## config.mk

```make
export PLATFORM = sky130hd
export DESIGN_NAME = decimal_format_streamer
export DESIGN_NICKNAME = d
export VERILOG_FILES = /design/src/design/dfs_pkg.sv /design/src/design/decimal_format_streamer.sv
export VERILOG_INCLUDE_DIRS = /design/src /design/src/design
export SDC_FILE = /design/constraint.sdc
export NUM_CORES = 1
export LEC_CHECK = 0
export BUFFER_PORTS_ARGS = -buffer_cell sky130_fd_sc_hd__buf_2
export CAP_MARGIN = 15
export CORE_MARGIN = 3
export CORE_UTILIZATION = 40
export CTS_BUF_LIST = sky130_fd_sc_hd__clkbuf_4
export CTS_CLUSTER_DIAMETER = 100
export DETAILED_ROUTE_END_ITERATION = 8
export PLACE_DENSITY = 0.58
export SLEW_MARGIN = 30
export SYNTH_ARGS = -nofsm -noshare
export SYNTH_HDL_FRONTEND = slang
export SYNTH_SLANG_ARGS = --single-unit
export TNS_END_PERCENT = 30
```

## constraint.sdc

```tcl
create_clock -name clk -period 4.2 [get_ports clk]
set_input_delay 0.42 -clock clk [delete_from_list [all_inputs] [get_ports clk]]
set_output_delay 0.42 -clock clk [all_outputs]
set_load 0.02 [all_outputs]
```

## src/design/decimal_format_streamer_assert.svh

```systemverilog
// ----------------------------------------------------------------------------
// Assertion macros for the decimal format streamer
// Each macro checks one implication on the rising edge of clk, off in reset.
// ----------------------------------------------------------------------------
`ifndef DECIMAL_FORMAT_STREAMER_ASSERT_SVH
`define DECIMAL_FORMAT_STREAMER_ASSERT_SVH

// Same-cycle implication
`define DFS_ASSERT_NOW(lbl, ante, cons) \
  lbl: assert property (@(posedge clk) disable iff (rst) (ante) |-> (cons)) \
    else $error("decimal_format_streamer: check failed");

// Next-cycle implication
`define DFS_ASSERT_NEXT(lbl, ante, cons) \
  lbl: assert property (@(posedge clk) disable iff (rst) (ante) |=> (cons)) \
    else $error("decimal_format_streamer: check failed");

`endif

```

## src/design/dfs_pkg.sv

```systemverilog
`timescale 1ns / 1ps
// ----------------------------------------------------------------------------
// dfs_pkg
// Constants, sequencer states and the BCD digit adjust for the decimal
// format streamer.
// ----------------------------------------------------------------------------
package dfs_pkg;

  // Default sizing
  localparam int VALUE_BITS_DEF = 32;
  localparam int MAX_DIGITS_DEF = 10;

  // Character codes
  localparam logic [7:0] CH_PERCENT = 8'h25;
  localparam logic [7:0] CH_D       = 8'h64;
  localparam logic [7:0] CH_ZERO    = 8'h30;

  // Sequencer states
  typedef enum logic [2:0] {
    S_IDLE,
    S_PCT,
    S_CHAR,
    S_CONV,
    S_SKIP,
    S_EMIT
  } state_t;

  // Double-dabble correction of one BCD digit
  function automatic logic [3:0] add3(input logic [3:0] d);
    logic [3:0] r;
    if (d >= 4'd5) begin
      r = d + 4'd3;
    end else begin
      r = d;
    end
    return r;
  endfunction

endpackage

```

## src/design/decimal_format_streamer.sv

```systemverilog
`timescale 1ns / 1ps
// Ordinary byte: the beat is taken in idle, then S_CHAR loads the output register;
//   a byte that resolves a pending percent first passes through S_PCT for the '%'.
// %d pair: the beat is taken in idle, S_CONV shifts in the value bits, then S_SKIP
//   drops leading zeros and S_EMIT emits the digits.
// A new beat is taken only in idle; an output stall holds the emitting states, the last byte may wait.
// Reset clears the sequencer, the pending percent flag and the output valid.
// ----------------------------------------------------------------------------
// decimal_format_streamer
// Streams format characters to ASCII bytes, expanding %d pairs into the
// decimal form of the value, converted one bit per cycle.
// ----------------------------------------------------------------------------
module decimal_format_streamer #(
  parameter int VALUE_BITS = dfs_pkg::VALUE_BITS_DEF,
  parameter int MAX_DIGITS = dfs_pkg::MAX_DIGITS_DEF
) (
  input  logic                  clk,
  input  logic                  rst,
  input  logic                  in_valid,
  output logic                  in_ready,
  input  logic [7:0]            format_char,
  input  logic [VALUE_BITS-1:0] value,
  input  logic                  string_end,
  output logic                  out_valid,
  input  logic                  out_ready,
  output logic [7:0]            out_byte,
  output logic                  run_last
);

  localparam int BCD_W = 4 * MAX_DIGITS;
  localparam int CNT_W = $clog2(VALUE_BITS + 1);
  localparam int REM_W = $clog2(MAX_DIGITS + 1);

  dfs_pkg::state_t state, state_next;

  logic                  pending;
  logic [7:0]            ch_hold;
  logic                  emit_ch;
  logic [VALUE_BITS-1:0] shift_val;
  logic [BCD_W-1:0]      bcd;
  logic                  ovf;
  logic [CNT_W-1:0]      bit_cnt;
  logic [REM_W-1:0]      rem;

  logic                  accept;
  logic                  out_free;
  logic                  out_load;
  logic [7:0]            out_byte_next;
  logic                  out_last_next;
  logic [BCD_W-1:0]      bcd_adj;
  logic [BCD_W-1:0]      bcd_shifted;
  logic                  bcd_carry;
  logic [3:0]            top_digit;
  logic                  skip_zero;
  logic                  is_pct_hold;

  assign accept      = in_valid && in_ready;
  assign out_free    = !out_valid || out_ready;
  assign top_digit   = bcd[BCD_W-1 -: 4];
  assign skip_zero   = (top_digit == 4'd0) && (rem > REM_W'(1));
  assign is_pct_hold = (format_char == dfs_pkg::CH_PERCENT) && !string_end;

  // Correct each BCD digit, then shift in the next value bit
  always_comb begin
    for (int i = 0; i < MAX_DIGITS; i++) begin
      bcd_adj[4*i +: 4] = dfs_pkg::add3(bcd[4*i +: 4]);
    end
  end

  assign bcd_shifted = {bcd_adj[BCD_W-2:0], shift_val[VALUE_BITS-1]};
  assign bcd_carry   = bcd_adj[BCD_W-1];

  // Next state
  always_comb begin
    state_next = state;
    case (state)
      dfs_pkg::S_IDLE: begin
        if (in_valid) begin
          if (pending && (format_char == dfs_pkg::CH_D)) begin
            state_next = dfs_pkg::S_CONV;
          end else if (pending) begin
            state_next = dfs_pkg::S_PCT;
          end else if (!is_pct_hold) begin
            state_next = dfs_pkg::S_CHAR;
          end
        end
      end
      dfs_pkg::S_PCT: begin
        if (out_free) begin
          state_next = emit_ch ? dfs_pkg::S_CHAR : dfs_pkg::S_IDLE;
        end
      end
      dfs_pkg::S_CHAR: begin
        if (out_free) begin
          state_next = dfs_pkg::S_IDLE;
        end
      end
      dfs_pkg::S_CONV: begin
        if (bit_cnt == CNT_W'(1)) begin
          state_next = dfs_pkg::S_SKIP;
        end
      end
      dfs_pkg::S_SKIP: begin
        if (!skip_zero) begin
          state_next = dfs_pkg::S_EMIT;
        end
      end
      dfs_pkg::S_EMIT: begin
        if (out_free && (rem == REM_W'(1))) begin
          state_next = dfs_pkg::S_IDLE;
        end
      end
      default: state_next = dfs_pkg::S_IDLE;
    endcase
  end

  // Handshake and output register load
  always_comb begin
    in_ready      = 1'b0;
    out_load      = 1'b0;
    out_byte_next = dfs_pkg::CH_PERCENT;
    out_last_next = 1'b0;
    case (state)
      dfs_pkg::S_IDLE: begin
        in_ready = 1'b1;
      end
      dfs_pkg::S_PCT: begin
        out_load      = out_free;
        out_byte_next = dfs_pkg::CH_PERCENT;
        out_last_next = !emit_ch;
      end
      dfs_pkg::S_CHAR: begin
        out_load      = out_free;
        out_byte_next = ch_hold;
        out_last_next = 1'b1;
      end
      dfs_pkg::S_EMIT: begin
        out_load      = out_free;
        out_byte_next = dfs_pkg::CH_ZERO + {4'd0, top_digit};
        out_last_next = (rem == REM_W'(1));
      end
      default: begin
        out_load = 1'b0;
      end
    endcase
  end

  // Control state
  always_ff @(posedge clk) begin
    if (rst) begin
      state     <= dfs_pkg::S_IDLE;
      pending   <= 1'b0;
      out_valid <= 1'b0;
    end else begin
      state <= state_next;
      if (accept) begin
        pending <= is_pct_hold;
      end
      if (out_load) begin
        out_valid <= 1'b1;
      end else if (out_ready) begin
        out_valid <= 1'b0;
      end
    end
  end

  // Datapath: hold the beat, convert bit by bit, drop and emit digits
  always_ff @(posedge clk) begin
    if (accept) begin
      ch_hold   <= format_char;
      emit_ch   <= !is_pct_hold;
      shift_val <= value;
      bcd       <= '0;
      ovf       <= 1'b0;
      bit_cnt   <= CNT_W'(VALUE_BITS);
    end else begin
      case (state)
        dfs_pkg::S_CONV: begin
          shift_val <= {shift_val[VALUE_BITS-2:0], 1'b0};
          ovf       <= ovf | bcd_carry;
          bit_cnt   <= bit_cnt - CNT_W'(1);
          rem       <= REM_W'(MAX_DIGITS);
          if ((bit_cnt == CNT_W'(1)) && (ovf || bcd_carry)) begin
            bcd <= {MAX_DIGITS{4'd9}};
          end else begin
            bcd <= bcd_shifted;
          end
        end
        dfs_pkg::S_SKIP: begin
          if (skip_zero) begin
            bcd <= {bcd[BCD_W-5:0], 4'd0};
            rem <= rem - REM_W'(1);
          end
        end
        dfs_pkg::S_EMIT: begin
          if (out_free) begin
            bcd <= {bcd[BCD_W-5:0], 4'd0};
            rem <= rem - REM_W'(1);
          end
        end
        default: begin
          rem <= rem;
        end
      endcase
    end
    if (out_load) begin
      out_byte <= out_byte_next;
      run_last <= out_last_next;
    end
  end

  `include "decimal_format_streamer_assert.svh"

  // The closing byte of an item always returns the sequencer to idle
  `DFS_ASSERT_NEXT(a_last_to_idle, out_load && out_last_next, state == dfs_pkg::S_IDLE)
  // Digits are never emitted with an empty digit count
  `DFS_ASSERT_NOW(a_emit_rem, state == dfs_pkg::S_EMIT, rem != '0)
  // Conversion always has bits left to shift
  `DFS_ASSERT_NOW(a_conv_cnt, state == dfs_pkg::S_CONV, bit_cnt != '0)
  // A string end never leaves a percent pending
  `DFS_ASSERT_NEXT(a_end_clears, accept && string_end, !pending)

endmodule
```

After elaboration in Yosys (flattened, before gate mapping)

Index checks and enable logic that the tools add are counted.

Logic and storage cells: 113
Input port bits: 45
Register bits after elaboration: 106

Bitwise operators: 2
Reduce and logical (&&, ||, !) cells: 21
$add $sub $neg: 13
$lt $le $gt $ge: 11
Equality and inequality tests: 18
Multiplexer cells: 36

Operators by type and width:

| operator            | count |
|---|---|
| $mux 40             | 3 |
| $pmux 40 s3         | 1 |
| $mux 32             | 2 |
| $mux 4              | 12 |
| $add 4x2->4 const B | 10 |
| $ge 4x3->1 const B  | 10 |
| $mux 3              | 9 |
| $pmux 3 s6          | 1 |
| $ne 2x2->1 const B  | 8 |
| $pmux 8 s2          | 1 |
| $pmux 4 s3          | 1 |
| $eq 8x6->1 const B  | 1 |
| $eq 8x7->1 const B  | 1 |
| $add 6x4->7 const A | 1 |
| $reduce_and 7->1    | 1 |
| $eq 3x2->1 const B  | 2 |
| $eq 3x3->1 const B  | 2 |
| $eq 6x1->1 const B  | 1 |
| $logic_and 1x1->1   | 6 |
| $sub 6x1->6 const B | 1 |
| $eq 4x1->1 const B  | 1 |
| $gt 4x1->1 const B  | 1 |
| $logic_not 1->1     | 4 |
| $logic_not 4->1     | 1 |
| other kinds (15)    | 20 |

Logic depth before layout (Yosys ltp)

Gate-level depths: netlist of the first run.

Depth in word-level cells: 7
Depth in mapped cells: 10

Worst setup path before layout of the first run

No wires, ideal clock.

Kind: register to register
From: register state[0]
To: register shift_val[0] (enable)
Clock period less this slack: 2.567 ns
Setup slack: 1.633 ns
Path buffers: 4
Arrival time: 2.178 ns
Stages on the path, launching flop included: 8
Data required time: 3.811 ns
Cells stage by stage: dfxtp_1 > buf_4 > buf_6 > nor3_2 > nand2_1 > buf_2 > clkbuf_1 > nand2_1

Word-level cells in the longest chain between the ends: 4

Ends and longest elaborated chain:

| item                               | line                           | RTL |
|---|---|---|
| from (decl)                        | decimal_format_streamer.sv:34  | `dfs_pkg::state_t state, state_next;` |
| from (signal assigned)             | decimal_format_streamer.sv:151 | `state <= dfs_pkg::S_IDLE;` |
| from (signal assigned)             | decimal_format_streamer.sv:155 | `state <= state_next;` |
| $logic_not 3->1                    | decimal_format_streamer.sv:123 | `case (state)` |
| $mux 1                             | decimal_format_streamer.sv:123 |  |
| net in_ready                       | decimal_format_streamer.sv:20  | `output logic in_ready,` |
| $logic_and 1x1->1                  | decimal_format_streamer.sv:57  | `assign accept = in_valid && in_ready;` |
| $reduce_bool 2->1 (no source line) | -                              |  |
| to (signal assigned)               | decimal_format_streamer.sv:172 | `shift_val <= value;` |
| to (signal assigned)               | decimal_format_streamer.sv:179 | `shift_val <= {shift_val[VALUE_BITS-2:0], 1'b0};` |
| to (decl)                          | decimal_format_streamer.sv:39  | `logic [VALUE_BITS-1:0] shift_val;` |

The timed path passes the listed nets, and every way through them passes these cells.
A chain may end at the register's enable or synchronous reset.

Worst setup path after layout of the first run

From: register state[2]
To: register bcd[32]

Word-level cells in the longest chain between the ends: 3

Ends and longest elaborated chain:

| item                                                                          | line                           | RTL |
|---|---|---|
| $eq 3x3->1 (tied with other cells)                                            | decimal_format_streamer.sv:177 | `case (state)` |
| $ne 2x2->1 (no source line) (tied with other cells)                           | -                              |  |
| $reduce_and 3->1 (no source line) / $logic_and 1x1->1 (equally long branches) | -                              |  |
| to (signal assigned)                                                          | decimal_format_streamer.sv:184 | `bcd <= {MAX_DIGITS{4'd9}};` |
| to (signal assigned)                                                          | decimal_format_streamer.sv:186 | `bcd <= bcd_shifted;` |
| to (signal assigned)                                                          | decimal_format_streamer.sv:191 | `bcd <= {bcd[BCD_W-5:0], 4'd0};` |
| to (decl)                                                                     | decimal_format_streamer.sv:40  | `logic [BCD_W-1:0] bcd;` |

Parallel ways exist; a longest one is shown, timed or not.

==> results.md, run 1 <==
* Status: finished, final reports clean
* CTS max path bufs at 2
* Asr flop ratio synth at 0%
* Main area contributors after synthesis: edfxtp_1, dfxtp_1, nand2_1
* Post-synth cell types at 55
* Mapped cell area at 0.00585 mm^2
* Worst-path clk slew at 0.15 ns
* Clk_lat worst skew at ~0.49 ns
* CTS tree: built
* Routed met2 length at 6450 um
* PnR worst setup slack at 1.62 ns
* Reg2reg path depth at 7
* Multi-input gate area in the final layout at 0.00287 mm^2
* Final Hold Vio Count at 0
* WHS Endpoint: ch_hold[1]
* Initial antenna violation count at 0
* RSZ-0062 raised after global routing: false
* Via density at 5.47
* GP Congestion at 0.797
* Worst r2r src: state[2]
* Crit path launch type: flip-flop
* GRT Util Overall at between 10% and 20%
* Clock sinks at 106
* Wl on met1 at around 6000 um
* Hold path depth at 1
* Tightest Pin Transition at approximately 0.94 ns
* Routed length per instance at 15.0 um
* GR Overflow Total at 0
* Area delta synth->final at 8.05%
* Layout cells sized above 1 at 13.7%
* Via count at 4784
* Slew Limit Fails at 0
* IR drop worst, VDD at 0.243 mV
* Sum of negative setup slack at 0 ns
* Layout filler cell count at 1410
* Post-CTS sizing at 0
* Final period util at 61.4%
* Crit end category: flip-flop
* Register area share after synthesis at 45.5%
* CTS H-tree depth at 3
* Placed insts at ~860
* Post-Syn Area per Cell at 8.87 um^2
* Row count at 43
* Cell count after synthesis at 659
* Clock Skew at between 0.02 and 0.025 ns
* Die ar. at approximately 0.016 mm^2
* Pwr Density at 581 mW/mm^2
* Hpwl dp at 8440 um
* Post-CTS Hold Buffers at 0
* Port Buf Inserts at 55
* Synth area leader: edfxtp_1
* EDFF count, synth at 54
* Vias in the first global route at 4681
* Iter 0 DRT Violations at roughly 350
* Post-detailed-route count of antenna-violating nets at 0
* FF+latch area at 0.00266 mm^2
* Core area at about 0.014 mm^2
* FF-to-FF End: bcd[32]
* Critical path data arrival time at roughly 3 ns
* Synth Warn # at 0
* Total wire length at 13100 um
* Starting Density at 41.5%
* Met3 wire len at 528 um
* Inserted Clock Buffers at 9
* Top cell type's share of synthesized area at between 20% and 30%
* Final Critical Period at 2.58 ns
* Fin nets at 758
* Top post-synthesis cells by count: nand2_1, a21oi_1, o21ai_0
* Post-DP Area at 0.00617 mm^2
* Max layer used: met4
* Hold Path Origin: format_char[1]
* First-pass GRT wire length at 22100 um
* Post-CTS setup buffers at 0
* Power Total at ~3.7 mW
* Syn nets at 728
* Final Instance Area at 0.00632 mm^2
* Worst min path class: in2reg
* Ys flop type: edfxtp_1
* DR DRC count at 0
* Pre-Repair DR Iteration Count at 4
* R2R setup slack at roughly 1.6 ns
* Worst endpoint required time at between 4 and 5 ns
* Largest net degree at the start of global routing at 51
* Max-Cap Viols at 0
* Critical path class: reg2reg
* Setup-failing EPs final at 0
* Die width at 127 um
* ANT cells at 0
* Ports at 56
* Root Driver: clkbuf_4
* Finished Core Util at 44.8%
* LEAKAGE at 2.50 nW
* Yosys reg bits at 106
* WHS at 0.130 ns
* Final Instance Count excl. Fillers at approximately 870
* Max Freq at 388 MHz
* Max_slew headroom at 36.9%
* Pre-CTS WS at 1.65 ns
* Crit-path max FO at 50
* Die height at 127 um
* Most frequent cell after synthesis: nand2_1
[cells in the final DEF, fill, tap and decap left out, types with 14 or more instances in the layout]
cell type / Yosys / routed
o21ai_0: 59 / 59
inv_1: 25 / 25
nand3_1: 24 / 24
a21oi_1: 59 / 59
edfxtp_1: 54 / 54
o21ai_1: 19 / 19
nor3b_1: 19 / 19
ha_1: 24 / 24
nor2_1: 20 / 20
a211oi_1: 19 / 19
buf_2: 9 / 55
nand2_1: 129 / 128
xnor2_1: 14 / 14
dfxtp_1: 52 / 52
[routing by layer]
layer  up-vias  track usage, %
met5         -               0
met4         0            4.48
met3         7            4.38
met2        74            27.8
met1      2304            20.9
li1       2399               -
[report_power, final]
group | switching, mW | leakage (nW) | internal [mW]
sequential | 0.222 | 0.927 | 1.50
clock | 0.359 | 0.0822 | 0.196
combinational | 0.869 | 1.49 | 0.518
total | 1.45 | 2.50 | 2.22
[final cells by class]
type	instances	area share [%]
clock buffer	10	1.19
clock inverter	6	1.11
inverter	28	1.66
multi-input combinational	485	45.5
sequential	106	42.2
tap	180	3.57
timing repair buffer	59	4.83
[registers in the layout (all words and copies together) (netlist names), 3 cells and up]
signal,count
bcd,40
bit_cnt,6
ch_hold,8
out_byte,8
rem,4
shift_val,32
state,3
[worst max-delay path, stage by stage (launching register included)]
cell	delay [ns]
dfxtp_1	0.71
and4bb_2	0.31
o211ai_1	0.12
a21o_1	0.18
buf_4	0.24
inv_2	0.58
o21ai_0	0.20
o21ai_1	0.16
[kinds of logic after synthesis]
group                      Yosys count  share of synthesized area, %
muxes                                1                         0.171
AOI/OAI and AO/OA                  207                          21.0
adders and majority gates           24                          5.14
xor gates and xnor gates            17                          2.55
buffers and inverters               68                          5.48
DFF                                106                          45.5
and+or+nand+nor                    236                          20.1
[worst max path at each step]
| stage | from | endpoint | slack (ns) |
|---|---|---|---|
| after detailed placement | state[1] | pending | 1.65 |
| final | state[2] | bcd[32] | 1.62 |
| after global routing | state[2] | bcd[23] | 1.32 |
| after global placement | state[2] | bcd[31] | 1.73 |
| after floorplan | state[0] | shift_val[0] | 1.63 |
| after CTS | state[2] | bcd[13] | 1.61 |
Note: power is estimated with default switching activity, not from simulation.
==> run 2, diff against run 1 <==
--- a/config.mk
+++ b/config.mk
@@ -6,6 +6,7 @@
 export SDC_FILE = /design/constraint.sdc
 export NUM_CORES = 1
 export LEC_CHECK = 0
+export ABC_AREA = 1
 export BUFFER_PORTS_ARGS = -buffer_cell sky130_fd_sc_hd__buf_2
 export CAP_MARGIN = 15
 export CORE_MARGIN = 3
@@ -13,7 +14,7 @@
 export CTS_BUF_LIST = sky130_fd_sc_hd__clkbuf_4
 export CTS_CLUSTER_DIAMETER = 100
 export DETAILED_ROUTE_END_ITERATION = 8
-export PLACE_DENSITY = 0.58
+export PLACE_DENSITY = 0.6
 export SLEW_MARGIN = 30
 export SYNTH_ARGS = -nofsm -noshare
 export SYNTH_HDL_FRONTEND = slang
==> constraint.sdc (replaced) <==
create_clock -name clk -period 2.15 [get_ports clk]
set_input_delay 0.215 -clock clk [delete_from_list [all_inputs] [get_ports clk]]
set_output_delay 0.215 -clock clk [all_outputs]
set_load 0.02 [all_outputs]
==> run 2 against run 1 <==
Sequential power increased by 98%. Utilization increased by 4.1 points. Highest routed layer unchanged. Critical path type unchanged. Largest cell class unchanged. Critical path depth increased by 6.
==> results.md, run 2 <==
* Crit-path max FO at 39 (was 50)
* Sw Pwr at 4.02 mW (was 1.45 mW)
* FF-to-FF End: bcd[29] (was bcd[32])
* Slew Limit Fails at 0 (unchanged)
* Commonest cells after routing, fill and taps aside: nand2_1, inv_1, a21oi_1, o21ai_0, buf_2 (was nand2_1, a21oi_1, o21ai_0, buf_2, edfxtp_1)
* CP Cell Sequence: inv_1 -> ha_1 -> inv_1 -> nand2_1 -> nand3_2 -> nand3_1 -> nand2_1 -> nand2_1 -> buf_12 -> nand2_1 -> nand2_1 -> nand2_1 -> a21oi_1 (was and4bb_2 -> o211ai_1 -> a21o_1 -> buf_4 -> inv_2 -> o21ai_0 -> o21ai_1)
* Top cell type's share of synthesized area at 27.7% (unchanged)
* Die width at 127 um (unchanged)
* Port Buf Inserts at 55 (unchanged)
* Clk_lat worst skew at 0.50 ns (was 0.49 ns)
* Hpwl dp at 8050 um (was 8440 um)
* RSZ-0062 raised after global routing: false (unchanged)
* Layout cells sized above 1 at 11.9% (was 13.7%)
* Tightest Pin Transition at 0.446 ns (was 0.944 ns)
* IR drop worst, VDD at 0.466 mV (was 0.243 mV)
* Commonest non-fill, non-tap cell in the layout: nand2_1 (unchanged)
* Synth area leader: edfxtp_1 (unchanged)
* Fin nets at 939 (was 758)
* Post-CTS sizing at 0 (unchanged)
* Largest regs: bcd: 40 flops, shift_val: 32 flops (unchanged)
* Final Instance Count excl. Fillers at 1055 (was 874)
* Post-CTS Hold Buffers at 41 (was 0)
* Setup-failing EPs final at 0 (unchanged)
* Via density at 4.79 (was 5.47)
* Most frequent cell after synthesis: nand2_1 (unchanged)
* Total wire length at 12700 um (was 13100 um)
* Switching portion of total power at 44.4% (was 39.5%)
* Post-CTS setup buffers at 0 (unchanged)
* LEAKAGE at 3.23 nW (was 2.50 nW)
* Power Total at 9.05 mW (was 3.67 mW)
* Reg2reg path depth at 13 (was 7)
* FF+latch area at 0.00266 mm^2 (unchanged)
* Layout filler cell count at 1422 (was 1410)
* Iter 0 DRT Violations at 254 (was 346)
* Vias in the first global route at 4724 (was 4681)
* Post-detailed-route count of antenna-violating nets at 0 (unchanged)
* WHS Endpoint: pending (was ch_hold[1])
* Critical path class: reg2reg (unchanged)
* Critical-path top delay cell: dfxtp_1 (unchanged)
* Register area share after synthesis at 45.5% (unchanged)
* Final Critical Period at 1.85 ns (was 2.58 ns)
* Bufs and invs on worst path at 3 (was 2)
* Asr flop ratio synth at 0% (unchanged)
* Post-synth cell types at 29 (was 55)
* Synth Warn # at 0 (unchanged)
* Multi-input gate area in the final layout at 0.00266 mm^2 (was 0.00287 mm^2)
* Hold path depth at 6 (was 1)
* Critical path data arrival time at 2.22 ns (was 3.00 ns)
* Ports at 56 (unchanged)
* EDFF count, synth at 54 (unchanged)
* GP Congestion at 0.774 (was 0.797)
* CTS max path bufs at 2 (unchanged)
* ANT cells at 0 (unchanged)
* Via count at 5050 (was 4784)
* Syn nets at 852 (was 728)
* Mapped cell area at 0.00585 mm^2 (unchanged)
* Sequential share of power at 37.9% (was 47.0%)
* Top post-synthesis cells by count: nand2_1, inv_1, a21oi_1 (was nand2_1, a21oi_1, o21ai_0)
* DR DRC count at 0 (unchanged)
* Clock Skew at 0.0292 ns (was 0.0241 ns)
* Pre-Repair DR Iteration Count at 4 (unchanged)
* Clock network power share at 12.5% (was 15.2%)
* Placed insts at 998 (was 858)
* Crit-path most repeated cell: nand2_1
* Max Freq at 540 MHz (was 388 MHz)
* Status: finished, final reports clean (unchanged)
* Crit end category: flip-flop (unchanged)
* Crit path launch type: flip-flop (unchanged)
* Final Hold Vio Count at 0 (unchanged)
* Die height at 127 um (unchanged)
* Core area at 0.0141 mm^2 (unchanged)
* Worst endpoint required time at 2.52 ns (was 4.62 ns)
* Inserted Clock Buffers at 9 (unchanged)
* Final period util at 86.2% (was 61.4%)
* Area delta synth->final at 17.9% (was 8.05%)
* GRT Util Overall at 16.2% (was 16.5%)
* Main area contributors after synthesis: edfxtp_1, dfxtp_1, nand2_1 (unchanged)
* Most flops, register: bcd (unchanged)
* CTS H-tree depth at 3 (unchanged)
* First-pass GRT wire length at 21600 um (was 22100 um)
* Hold Path Origin: string_end (was format_char[1])
* Clock sinks at 106 (unchanged)
* P_int at 5.03 mW (was 2.22 mW)
* Initial antenna violation count at 0 (unchanged)
* GR Overflow Total at 0 (unchanged)
* Starting Density at 41.5% (unchanged)
* Ys flop type: edfxtp_1 (unchanged)
* CTS tree: built (unchanged)
* Yosys reg bits at 106 (unchanged)
* Worst-path clk slew at 0.18 ns (was 0.15 ns)
* Pwr Density at 1310 mW/mm^2 (was 581 mW/mm^2)
* Power share of the combinational group at 49.6% (was 37.8%)
* Post-Syn Area per Cell at 7.47 um^2 (was 8.87 um^2)
* CP top delay family: simple AND/OR/NAND/NOR gates (was buffers and inverters)
* Finished Core Util at 48.9% (was 44.8%)
* R2R setup slack at 0.30 ns (was 1.62 ns)
* Post-DP Area at 0.00632 mm^2 (was 0.00617 mm^2)
* Worst min path class: in2reg (unchanged)
* Max_slew headroom at 70.2% (was 36.9%)
* Worst r2r src: bcd[36] (was state[2])
* CP max stage delay at 0.41 ns (was 0.71 ns)
* Max-Cap Viols at 0 (unchanged)
* Row count at 43 (unchanged)
* Sum of negative setup slack at 0 ns (unchanged)
* Largest net degree at the start of global routing at 55 (was 51)
* Die ar. at 0.0161 mm^2 (unchanged)
* Max FFs per register at 40 (unchanged)
* Routed length per instance at 12.0 um (was 15.0 um)
* Final Instance Area at 0.00689 mm^2 (was 0.00632 mm^2)
* Root Driver: clkbuf_4 (unchanged)
* Cell count after synthesis at 783 (was 659)
==> run 2: cell count changes after synthesis, sizes merged, moves of 9 or more <==
| cell | previous run | this run |
|---|---|---|
| nand2b | 13 | 0 |
| nor3b | 20 | 0 |
| a211oi | 20 | 0 |
| nand3 | 24 | 41 |
| o211ai | 11 | 2 |
| inv | 28 | 92 |
| xnor2 | 14 | 0 |
| a21o | 11 | 0 |
| nand2 | 129 | 273 |
| a211o | 9 | 0 |
| a21oi | 59 | 82 |
| o21ai | 79 | 58 |
| nor2 | 20 | 37 |
==> run 2: worst reg2reg max path, stage by stage, from the launching register on <==
cell and delay (ns):
dfxtp_1 0.41, inv_1 0.12, ha_1 0.22, inv_1 0.07
nand2_1 0.08, nand3_2 0.11, nand3_1 0.12, nand2_1 0.08
nand2_1 0.08, buf_12 0.18, nand2_1 0.09, nand2_1 0.06
nand2_1 0.07, a21oi_1 0.05
==> run 2: area by class of cell <==
cell class / count / share of cell area (%)
Multi-Input combinational cell: 551 / 38.6
Sequential cell: 106 / 38.6
Timing Repair Buffer: 109 / 12.1
Inverter: 93 / 5.06
Tap cell: 180 / 3.27
Clock inverter: 7 / 1.34
Clock buffer: 9 / 0.980
==> run 2: power groups by stage <==
| stage | sequential (mW) | combinational [mW] | clock (mW) |
|---|---|---|---|
| 2_1_floorplan | 3.48 | 3.40 | 0 |
| 5_1_grt | 3.52 | 5.23 | 1.26 |
| 4_1_cts | 3.43 | 4.53 | 1.17 |
| 3_5_place_dp | 3.48 | 4.45 | 0 |
| 3_3_place_gp | 3.47 | 4.42 | 0 |
| 6_report | 3.43 | 4.49 | 1.13 |
==> run 2: stage by stage <==
step	setup slack, ns	hold slack [ns]
3_5_place_dp	0.331	0.409
6_report	0.296	0.0761
5_1_grt	0.0505	0.0800
2_1_floorplan	0.101	0.314
4_1_cts	0.284	0.0518
3_3_place_gp	0.335	0.409
==> run 2: kinds of logic after synthesis <==
kind of cell / Yosys count / share of synthesized area, %
compound gates: 147 / 13.0
simple gates: 369 / 25.6
buf+inv: 126 / 9.05
flops: 106 / 45.5
fa+ha+maj: 24 / 5.14
xor+xnor: 11 / 1.65
==> run 2: layer usage <==
layer / part of all wire (%) / vias up / GRT usage (%)
li1: - / 2706 / -
met1: 50 / 2262 / 21.4
met3: 3.3 / 13 / 4.38
met4: 1.2 / 0 / 3.85
met5: 0 / - / 0
met2: 45 / 69 / 26.6
==> run 2: worst max-delay path by stage <==
stage / endpoint / cells past startpoint / startpoint / slack [ns]
floorplan: shift_val[0] / 7 / state[1] / 0.10
global placement: bcd[4] / 12 / bcd[36] / 0.33
detailed placement: bcd[29] / 13 / bcd[36] / 0.33
CTS: bcd[15] / 12 / bcd[36] / 0.28
global route: bcd[33] / 13 / bcd[36] / 0.05
finish: bcd[29] / 13 / bcd[36] / 0.30
==> run 3, diff against run 2 <==
--- a/config.mk
+++ b/config.mk
@@ -14,6 +14,7 @@
 export CTS_BUF_LIST = sky130_fd_sc_hd__clkbuf_4
 export CTS_CLUSTER_DIAMETER = 100
 export DETAILED_ROUTE_END_ITERATION = 8
+export GPL_ROUTABILITY_DRIVEN = 0
 export PLACE_DENSITY = 0.6
 export SLEW_MARGIN = 30
 export SYNTH_ARGS = -nofsm -noshare
==> constraint.sdc (replaced) <==
create_clock -name clk -period 1.64 [get_ports clk]
set_input_delay 0.164 -clock clk [delete_from_list [all_inputs] [get_ports clk]]
set_output_delay 0.164 -clock clk [all_outputs]
set_load 0.02 [all_outputs]
==> run 3 against run 2 <==
The run now ends with negative setup slack left. Power up 41%. Global-route usage rose by 0.18 points. Clock skew decreased by 0.016 ns. Die area did not move. Combinational power is 57% higher. Worst setup slack worse by 0.36 ns. First-iteration DRC count up 11%. Clock power rose by 13%. Register-to-register slack worse by 0.36 ns. Sequential cell count is the same. Routed wire length grew 3.6%.
==> results.md, run 3 (synthesis results as in run 2) <==
* Sum of negative setup slack at -0.880 ns (was 0 ns)
* Clock Skew at 0.0135 ns (was 0.0292 ns)
* Core area at 0.0141 mm^2 (unchanged)
* Via count at 5207 (was 5050)
* First-pass GRT wire length at 21900 um (was 21600 um)
* Largest net degree at the start of global routing at 39 (was 55)
* Final Critical Period at 1.70 ns (was 1.85 ns)
* Die height at 127 um (unchanged)
* Total wire length at 13100 um (was 12700 um)
* Final period util at 104% (was 86.2%)
* Area delta synth->final at 26.7% (was 17.9%)
* Hpwl dp at 8350 um (was 8050 um)
* GR Overflow Total at 0 (unchanged)
* CTS tree: built (unchanged)
* Die ar. at 0.0161 mm^2 (unchanged)
* Slew Limit Fails at 0 (unchanged)
* Post-detailed-route count of antenna-violating nets at 0 (unchanged)
* Power Total at 12.8 mW (was 9.05 mW)
* Vias in the first global route at 4798 (was 4724)
* Worst endpoint required time at 1.87 ns (was 2.52 ns)
* Crit end category: flip-flop (unchanged)
* GRT Util Overall at 16.4% (was 16.2%)
* Pwr Density at 1730 mW/mm^2 (was 1310 mW/mm^2)
* Starting Density at 41.5% (unchanged)
* Hold path depth at 4 (was 6)
* ANT cells at 0 (unchanged)
* Clk_lat worst skew at 0.49 ns (was 0.50 ns)
* Setup-failing EPs final at 39 (was 0)
* Worst-path clk slew at 0.17 ns (was 0.18 ns)
* Status: finished with violations (was finished, final reports clean)
* CP startpoint: rem[0] (was bcd[36])
* Critical path class: reg2reg (unchanged)
* Final Hold Vio Count at 0 (unchanged)
* Via density at 4.76 (was 4.79)
* Max Freq at 589 MHz (was 540 MHz)
* Reg2reg path depth at 8 (was 13)
* RSZ-0062 raised after global routing: true (was false)
* Worst min path class: in2reg (unchanged)
* DR DRC count at 0 (unchanged)
* Max-Cap Viols at 0 (unchanged)
* FF+latch area at 0.00267 mm^2 (was 0.00266 mm^2)
* Fin nets at 977 (was 939)
* Commonest cells after routing, fill and taps aside: nand2_1, inv_1, a21oi_1, o21ai_0, buf_2 (unchanged)
* IR drop worst, VDD at 0.821 mV (was 0.466 mV)
* Iter 0 DRT Violations at 283 (was 254)
* Layout cells sized above 1 at 19.7% (was 11.9%)
* WHS at 0.0611 ns (was 0.0761 ns)
* Inserted Clock Buffers at 9 (unchanged)
* Crit path launch type: flip-flop (unchanged)
* Hold Path Origin: out_ready (was string_end)
* Most flops, register: bcd (unchanged)
* Port Buf Inserts at 55 (unchanged)
* Tightest Pin Transition at 0.354 ns (was 0.446 ns)
* Pre-Repair DR Iteration Count at 4 (unchanged)
* Crit-path max FO at 14 (was 39)
* Max_slew headroom at 76.2% (was 70.2%)
* CTS H-tree depth at 3 (unchanged)
* Placed insts at 1031 (was 998)
* LEAKAGE at 3.44 nW (was 3.23 nW)
* Largest regs: bcd: 40 flops, shift_val: 32 flops (unchanged)
* Row count at 43 (unchanged)
* Multi-input gate area in the final layout at 0.00280 mm^2 (was 0.00266 mm^2)
* Critical path data arrival time at 1.92 ns (was 2.22 ns)
* Final Instance Count excl. Fillers at 1093 (was 1055)
* Routed length per instance at 12.0 um (about the same)
* Clock sinks at 106 (unchanged)
* Die width at 127 um (unchanged)
* Worst r2r src: rem[0] (was bcd[36])
* Initial antenna violation count at 0 (unchanged)
* Layout filler cell count at 1377 (was 1422)
* PnR worst setup slack at -0.0587 ns (was 0.296 ns)
* Ports at 56 (unchanged)
* Root Driver: clkbuf_4 (unchanged)
* Commonest non-fill, non-tap cell in the layout: nand2_1 (unchanged)
* Failing checks: negative setup slack
* Max FFs per register at 40 (unchanged)
* CTS max path bufs at 2 (unchanged)
[run 3: changes by cell type in the layout (fill, tap and decap cells not counted), moves of 4 or more]
cell,delta
a21oi_1,-21
a21oi_2,+20
buf_4,+28
dfxtp_1,-4
dfxtp_2,+4
nand2_1,-5
nand2_2,+5
[run 3: stage by stage]
stage	util (%)	instance area, um^2	worst slack [ns]
after floorplan	-	5870	-0.0574
after global placement	47.0	6630	-0.172
after detailed placement	47.0	6630	-0.197
after CTS	51.6	7280	-0.0727
after global routing	52.5	7410	-0.234
final	52.5	7410	-0.0587
[run 3: layout make-up]
class	instances	share of cell area (%)
Inverter	93	4.81
Tap cell	180	3.04
Clock inverter	6	0.693
Multi-Input combinational cell	551	37.8
Sequential cell	106	36.0
Clock buffer	10	1.01
Timing Repair Buffer	147	16.6
[run 3: worst max-delay path, cell delays in order, from the launching register on]
cell       delay (ns)
edfxtp_1         0.41
inv_1            0.06
ha_2             0.19
o21ai_2          0.16
nand2_2          0.08
nand2_2          0.08
nand3_4          0.15
inv_4            0.14
clkbuf_16        0.17
[run 3: power breakdown]
part	internal (mW)	total [mW]	switching (mW)	leakage (nW)
logic	2.84	7.04	4.20	2.44
clock network	0.347	1.28	0.932	0.0611
registers	4.01	4.47	0.454	0.931
total	7.20	12.8	5.59	3.44
[run 3: worst paths after layout]
path                      to  slack (ns)
setup / recovery      rem[1]       -0.06
hold / removal     out_valid        0.06
setup reg to reg      rem[1]       -0.06
hold reg to reg   bit_cnt[2]        0.49
[run 3: timing repair]
action,4_1_cts,5_1_grt
hold endpoints to repair,46,0
setup buffers,0,1
pin swaps,3,4
cloned,1,2
gates resized for setup,25,22
setup endpoints to repair,48,48
hold buffers,42,0
[run 3: per-layer routing]
metal	global-route usage, %	up-vias	wire length [um]
li1	-	2782	-
met1	21.7	2318	6280
met2	27.2	99	6160
met3	3.83	8	594
met4	3.85	0	105
met5	0	-	0
